===== src/design/mec_pkg.sv =====
// Package for the multiset equality checker.
// Holds table sizes, count limits, the entry layout, epoch and controller state types, and the key hash.
// No dependencies.
package mec_pkg;

  localparam int ENTRIES = 256;
  localparam int COUNT_WIDTH = 18;
  localparam int KEY_W = 32;
  localparam int SLOT_W = 2;
  localparam int EPOCH_W = 4;
  localparam int IDX_W = (ENTRIES > 1) ? $clog2(ENTRIES) : 1;
  localparam int USE_W = $clog2(ENTRIES + 1);
  localparam int MEM_W = EPOCH_W + SLOT_W + KEY_W + COUNT_WIDTH;
  localparam int HASH_CHUNKS = (KEY_W + IDX_W - 1) / IDX_W;

  typedef logic signed [COUNT_WIDTH-1:0] cnt_t;
  typedef logic [EPOCH_W-1:0] epoch_t;

  localparam cnt_t CNT_MAX = {1'b0, {(COUNT_WIDTH-1){1'b1}}};
  localparam cnt_t CNT_MIN = {1'b1, {(COUNT_WIDTH-1){1'b0}}};

  localparam epoch_t EPOCH_FIRST = epoch_t'(1);
  localparam epoch_t EPOCH_LAST = '1;

  typedef enum logic [SLOT_W-1:0] {
    SLOT_EMPTY,
    SLOT_LIVE,
    SLOT_DEAD
  } slot_t;

  typedef enum logic [1:0] {
    ST_IDLE,
    ST_PROBE,
    ST_CLEAR
  } ctrl_state_t;

  typedef struct packed {
    logic valid;
    logic equal;
    logic overflow;
  } result_t;

  function automatic logic [IDX_W-1:0] key_hash(input logic [KEY_W-1:0] k);
    logic [IDX_W-1:0] h;
    logic [IDX_W:0] w;
    h = '0;
    for (int i = 0; i < HASH_CHUNKS; i++) begin
      h = h ^ IDX_W'(k >> (i * IDX_W));
    end
    w = {1'b0, h};
    if (w >= (IDX_W+1)'(ENTRIES)) begin
      w = w - (IDX_W+1)'(ENTRIES);
    end
    return w[IDX_W-1:0];
  endfunction

endpackage


===== src/design/mec_ctrl.sv =====
// Probe controller: hashes the key, walks the table with linear probing,
// updates counts and slot status, forms the verdict, and clears the table. Depends on mec_pkg.
module mec_ctrl (
  input  logic                        clk,
  input  logic                        rst,
  input  logic                        start,
  input  logic                        func,
  input  logic signed [31:0]          value,
  input  logic                        last,
  output logic                        busy,
  output logic [mec_pkg::IDX_W-1:0]   rd_addr,
  input  logic [mec_pkg::MEM_W-1:0]   rd_data,
  output logic                        wr_en,
  output logic [mec_pkg::IDX_W-1:0]   wr_addr,
  output logic [mec_pkg::MEM_W-1:0]   wr_data,
  output mec_pkg::result_t            res
);

  mec_pkg::ctrl_state_t state, state_next;

  logic [mec_pkg::KEY_W-1:0] key;
  logic down;
  logic is_last;
  logic [mec_pkg::IDX_W-1:0] probe, probe_next, probe_step;
  logic [mec_pkg::USE_W-1:0] probes, probes_next;
  logic free_found, free_found_next;
  logic [mec_pkg::IDX_W-1:0] free_idx, free_idx_next;
  logic [mec_pkg::USE_W-1:0] in_use, in_use_next;
  logic ovf, ovf_next;
  mec_pkg::epoch_t epoch, epoch_next;
  logic accept;
  mec_pkg::slot_t st_val;
  logic clear_all;

  mec_pkg::slot_t cur;
  mec_pkg::slot_t rd_slot;
  mec_pkg::epoch_t rd_epoch;
  logic [mec_pkg::KEY_W-1:0] rd_key;
  mec_pkg::cnt_t rd_count, cnt_new;
  mec_pkg::epoch_t wr_epoch;
  logic [mec_pkg::KEY_W-1:0] wr_key;
  logic [mec_pkg::IDX_W-1:0] ins_idx;
  logic wrapped;

  assign rd_epoch = rd_data[mec_pkg::MEM_W-1 -: mec_pkg::EPOCH_W];
  assign rd_slot = mec_pkg::slot_t'(
    rd_data[mec_pkg::KEY_W+mec_pkg::COUNT_WIDTH +: mec_pkg::SLOT_W]);
  assign rd_key = rd_data[mec_pkg::COUNT_WIDTH +: mec_pkg::KEY_W];
  assign rd_count = rd_data[mec_pkg::COUNT_WIDTH-1:0];
  assign cur = (rd_epoch == epoch) ? rd_slot : mec_pkg::SLOT_EMPTY;
  assign busy = (state != mec_pkg::ST_IDLE);
  assign accept = start && !busy;
  assign probe_step = (probe == mec_pkg::IDX_W'(mec_pkg::ENTRIES - 1)) ? '0 : probe + 1'b1;
  assign wrapped = (probes == mec_pkg::USE_W'(mec_pkg::ENTRIES - 1));
  assign ins_idx = free_found ? free_idx : probe;
  assign wr_data = {wr_epoch, st_val, wr_key, cnt_new};

  always_comb begin
    state_next = state;
    probe_next = probe;
    probes_next = probes;
    free_found_next = free_found;
    free_idx_next = free_idx;
    in_use_next = in_use;
    ovf_next = ovf;
    epoch_next = epoch;
    rd_addr = probe_step;
    wr_en = 1'b0;
    wr_addr = probe;
    wr_epoch = epoch;
    wr_key = key;
    st_val = mec_pkg::SLOT_LIVE;
    cnt_new = rd_count;
    clear_all = 1'b0;
    res = '0;
    case (state)
      mec_pkg::ST_IDLE: begin
        rd_addr = mec_pkg::key_hash($unsigned(value));
        if (accept) begin
          state_next = mec_pkg::ST_PROBE;
          probe_next = rd_addr;
          probes_next = '0;
          free_found_next = 1'b0;
        end
      end
      mec_pkg::ST_PROBE: begin
        if (cur == mec_pkg::SLOT_LIVE && rd_key == key) begin
          state_next = mec_pkg::ST_IDLE;
          if (down && rd_count == mec_pkg::CNT_MIN) begin
            ovf_next = 1'b1;
          end else if (!down && rd_count == mec_pkg::CNT_MAX) begin
            ovf_next = 1'b1;
          end else begin
            cnt_new = down ? rd_count - 1'b1 : rd_count + 1'b1;
            wr_en = 1'b1;
            if (cnt_new == '0) begin
              st_val = mec_pkg::SLOT_DEAD;
              in_use_next = in_use - 1'b1;
            end
          end
        end else if (cur == mec_pkg::SLOT_EMPTY || wrapped) begin
          state_next = mec_pkg::ST_IDLE;
          if (free_found || cur != mec_pkg::SLOT_LIVE) begin
            cnt_new = down ? '1 : mec_pkg::cnt_t'(1);
            wr_en = 1'b1;
            wr_addr = ins_idx;
            st_val = mec_pkg::SLOT_LIVE;
            in_use_next = in_use + 1'b1;
          end else begin
            ovf_next = 1'b1;
          end
        end else begin
          probe_next = probe_step;
          probes_next = probes + 1'b1;
          if (!free_found && cur == mec_pkg::SLOT_DEAD) begin
            free_found_next = 1'b1;
            free_idx_next = probe;
          end
        end
        if (state_next == mec_pkg::ST_IDLE && is_last) begin
          res.valid = 1'b1;
          res.equal = (in_use_next == '0) && !ovf_next;
          res.overflow = ovf_next;
          clear_all = 1'b1;
          if (epoch == mec_pkg::EPOCH_LAST) begin
            state_next = mec_pkg::ST_CLEAR;
            probe_next = '0;
          end else begin
            epoch_next = epoch + 1'b1;
          end
        end
      end
      mec_pkg::ST_CLEAR: begin
        wr_en = 1'b1;
        wr_epoch = '0;
        wr_key = '0;
        st_val = mec_pkg::SLOT_EMPTY;
        cnt_new = '0;
        probe_next = probe_step;
        if (probe == mec_pkg::IDX_W'(mec_pkg::ENTRIES - 1)) begin
          state_next = mec_pkg::ST_IDLE;
          epoch_next = mec_pkg::EPOCH_FIRST;
        end
      end
      default: begin
        state_next = mec_pkg::ST_IDLE;
      end
    endcase
  end

  always_ff @(posedge clk) begin
    if (rst) begin
      state <= mec_pkg::ST_CLEAR;
      probe <= '0;
      epoch <= '0;
    end else begin
      state <= state_next;
      probe <= probe_next;
      epoch <= epoch_next;
    end
  end

  always_ff @(posedge clk) begin
    if (rst || clear_all) begin
      in_use <= '0;
      ovf <= 1'b0;
    end else begin
      in_use <= in_use_next;
      ovf <= ovf_next;
    end
  end

  always_ff @(posedge clk) begin
    if (accept) begin
      key <= $unsigned(value);
      down <= func;
      is_last <= last;
    end
    probes <= probes_next;
    free_found <= free_found_next;
    free_idx <= free_idx_next;
  end

endmodule


===== config.mk =====
export PLATFORM = sky130hd
export DESIGN_NAME = mec_ctrl
export DESIGN_NICKNAME = d
export VERILOG_FILES = /design/src/design/mec_pkg.sv /design/src/design/mec_ctrl.sv
export SDC_FILE = /design/constraint.sdc
export NUM_CORES = 1
export LEC_CHECK = 0
export BUFFER_PORTS_ARGS = -buffer_cell sky130_fd_sc_hd__buf_4
export CORE_UTILIZATION = 50
export DETAILED_ROUTE_END_ITERATION = 8
export PLACE_DENSITY_LB_ADDON = 0.3
export SLEW_MARGIN = 25
export SYNTH_ARGS = -nofsm -noshare
export SYNTH_HDL_FRONTEND = slang
export SYNTH_SLANG_ARGS = --single-unit

===== constraint.sdc =====
create_clock -name clk -period 5.15 [get_ports clk]
set_input_delay 1.03 -clock clk [delete_from_list [all_inputs] [get_ports clk]]
set_output_delay 1.03 -clock clk [all_outputs]
set_load 0.03 [all_outputs]

==> flow_summary.toml <==
[cts]
hold_buffers = 0
clock_path_buffers = 2
root_buffer = "clkbuf_16"
cts_tree = "built"
cts.clk_slew.worst_paths_ns = 0.05
cts.sinks = 76
clk_latency_ns = 0.35
htree_num_levels = 3
cts-buffers-inserted = 9

[drt]
wirelength_mm = 20.5
viasPerCell = 5.85
routedWlPerCell_um = 18.1
drcViolationCount = 0
drtIter0Drc = 523
firstDrtPassIters = 7
antenna_left = 0
via_count = 6620

[layout]
drive_above_1_share_pct = 30.4
final_cells = 1132
final_common_cell = "buf_4"
area_delta_synth_final_pct = 35.5
post-route-util_pct = 70.8
antenna_cells = 0
nets = 1080
final_cell_mix = "buf_4, nand2_1, nor2_1"

[placed_design]
placed_cells = 1108
portBuffers = 169
dpl.hpwl_mm = 15.7
pre_cts_slack_ns = -0.00163
gp_congestion = 0.958

[global_route]
grt_pass1_vias = 6225
grt_pass1_wl_mm = 31.8
grt_max_degree = 46
track_usage_pct = 31.3
overflow = 0
antenna_found_initial = 0

[setup_path]
crit_path_end_kind = "output port"
critical_path_class = "in -> out"
critPathLaunchType = "input pin"
cp.arrival_ns = 4.13
required_ns = 4.12
cp_max_fo = 5
regToRegSetupSlack_ns = 1.29

[logic_synthesis]
synth-seq-cells = 76
synth.avg_cell_area_um2 = 8.40
synth_area_um2 = 6380
yosys_warnings = 0
synth.yosys.seq_area_share_pct = 32.0
syn_nets = 881
synth_edf_count = 52
ys.flop_type = "edfxtp_1"
syn_inst = 760
synth-async-reset-ratio_pct = 0
ys_types = 68

[run]
max_cap_violations = 0

[timing]
grt_setup_unrepaired = "true"
setup_viol = 1
finalHoldViolations = 0
finClkSkew_ns = 0.0131
setup_tns_ns = -0.0131
relSlewSlack_pct = 36.7
tightest_slew_ns = 0.949
max_freq_mhz = 194
drv_slew = 0
setup_slack_ns = -0.0131
period_share_pct = 100
min_period_ns = 5.16

[power_and_ir_drop]
vdd_drop_max_v = 0.000321
power.leakage_nw = 3.51
p_per_area_nw_per_um2 = 265

[floorplan]
die-height_um = 115
ioPinCount = 170
initial_core_util_pct = 52.3
die_w_um = 115
rows = 40
die_area_um2 = 13200
core-area_um2 = 12200

[status]
outcome = "complete, but fails checks"
violations = "setup timing"

[worst_hold_path]
hold_path_class = "reg -> reg"
==> state kept, by name, summed over array words and instances, names as in the netlist <==
| signal | count |
|---|---|
| probes | 9 |
| free_found | 1 |
| epoch | 4 |
| free_idx | 8 |
| probe | 8 |
| in_use | 9 |
| is_last | 1 |
| key | 32 |
| down | 1 |
| ovf | 1 |
| state | 2 |
==> critical path, stage by stage <==
cell and delay [ns]:
buf_12 0.11, fa_2 0.36, a21o_1 0.22, a221oi_2 0.26, buf_4 0.22, xnor2_4 0.10, nor3_4 0.21, o2111ai_2 0.17
nor4_2 0.31, buf_4 0.18, nand4_1 0.20, buf_4 0.22, buf_4 0.13, a31oi_2 0.18, nor4_2 0.08, buf_4 0.17
==> repair_timing <==
action                                  CTS  global route
setup buffers                             0             8
resized for setup                         1            33
pin swaps                                 0            16
endpoints found under the setup margin    1             2
==> Yosys cell counts, types with 16 or more instances <==
master / number / area [µm²]
nand4_1: 24 / 150
o21ai_0: 48 / 240
clkbuf_1: 36 / 135
ha_1: 27 / 338
nand3_1: 26 / 130
dfxtp_1: 24 / 480
inv_1: 16 / 60.1
edfxtp_1: 52 / 1560
nor2_1: 60 / 225
xor2_1: 30 / 263
a21oi_1: 54 / 270
nor2b_1: 45 / 282
xnor2_1: 61 / 534
nand2_1: 69 / 259
nor4_1: 20 / 125
==> routing by layer <==
| metal | GRT usage, % | wire length, µm | vias to the layer above |
|---|---|---|---|
| li1 | - | - | 3188 |
| met1 | 40.0 | 8440 | 3063 |
| met2 | 53.8 | 9930 | 327 |
| met3 | 5.75 | 1610 | 42 |
| met4 | 9.18 | 521 | 0 |
| met5 | 0 | 0 | - |
==> path summary, 6_finish.rpt <==
check	startpoint	endpoint	cells after the start
hold / removal	in_use[8]	in_use[8]	2
setup / recovery	rd_data[1]	res[1]	16
setup reg to reg	down	in_use[3]	15
hold reg to reg	in_use[8]	in_use[8]	2
==> cell type report <==
| class | count | area [µm²] |
|---|---|---|
| multi-input combinational | 629 | 4330 |
| inverter | 17 | 63.8 |
| clock buffer | 11 | 233 |
| timing repair buffer | 226 | 1710 |
| tap | 168 | 210 |
| fill | 990 | 3560 |
| clock inverter | 5 | 61.3 |
| sequential | 76 | 2040 |
==> cell families (layout without fill, tap and decap cells) <==
family,count (synthesis),in the layout,share of synthesized area (%)
AOI/OAI and AO/OA,180,180,17.8
xor gates and xnor gates,91,91,12.5
buffers and inverters,55,259,3.25
and+or+nand+nor,312,312,25.8
muxes,18,18,3.00
DFF,76,76,32.0
adders and majority gates,28,28,5.61
==> per-stage QoR <==
stage          power (mW)  cell area, µm²  hold slack [ns]
3_3_place_gp         1.61            8090            0.469
3_5_place_dp         1.62            8090            0.477
5_1_grt              2.39            8650            0.511
2_1_floorplan        1.28            6390            0.451
4_1_cts              2.26            8390            0.484
6_report             2.30            8650            0.495
==> where the power goes <==
part | switching (mW) | leakage, nW | internal [mW]
clock network | 0.263 | 0.132 | 0.377
registers | 0.0421 | 0.669 | 0.700
logic | 0.542 | 2.71 | 0.370
(Power assumes the default switching activity.)
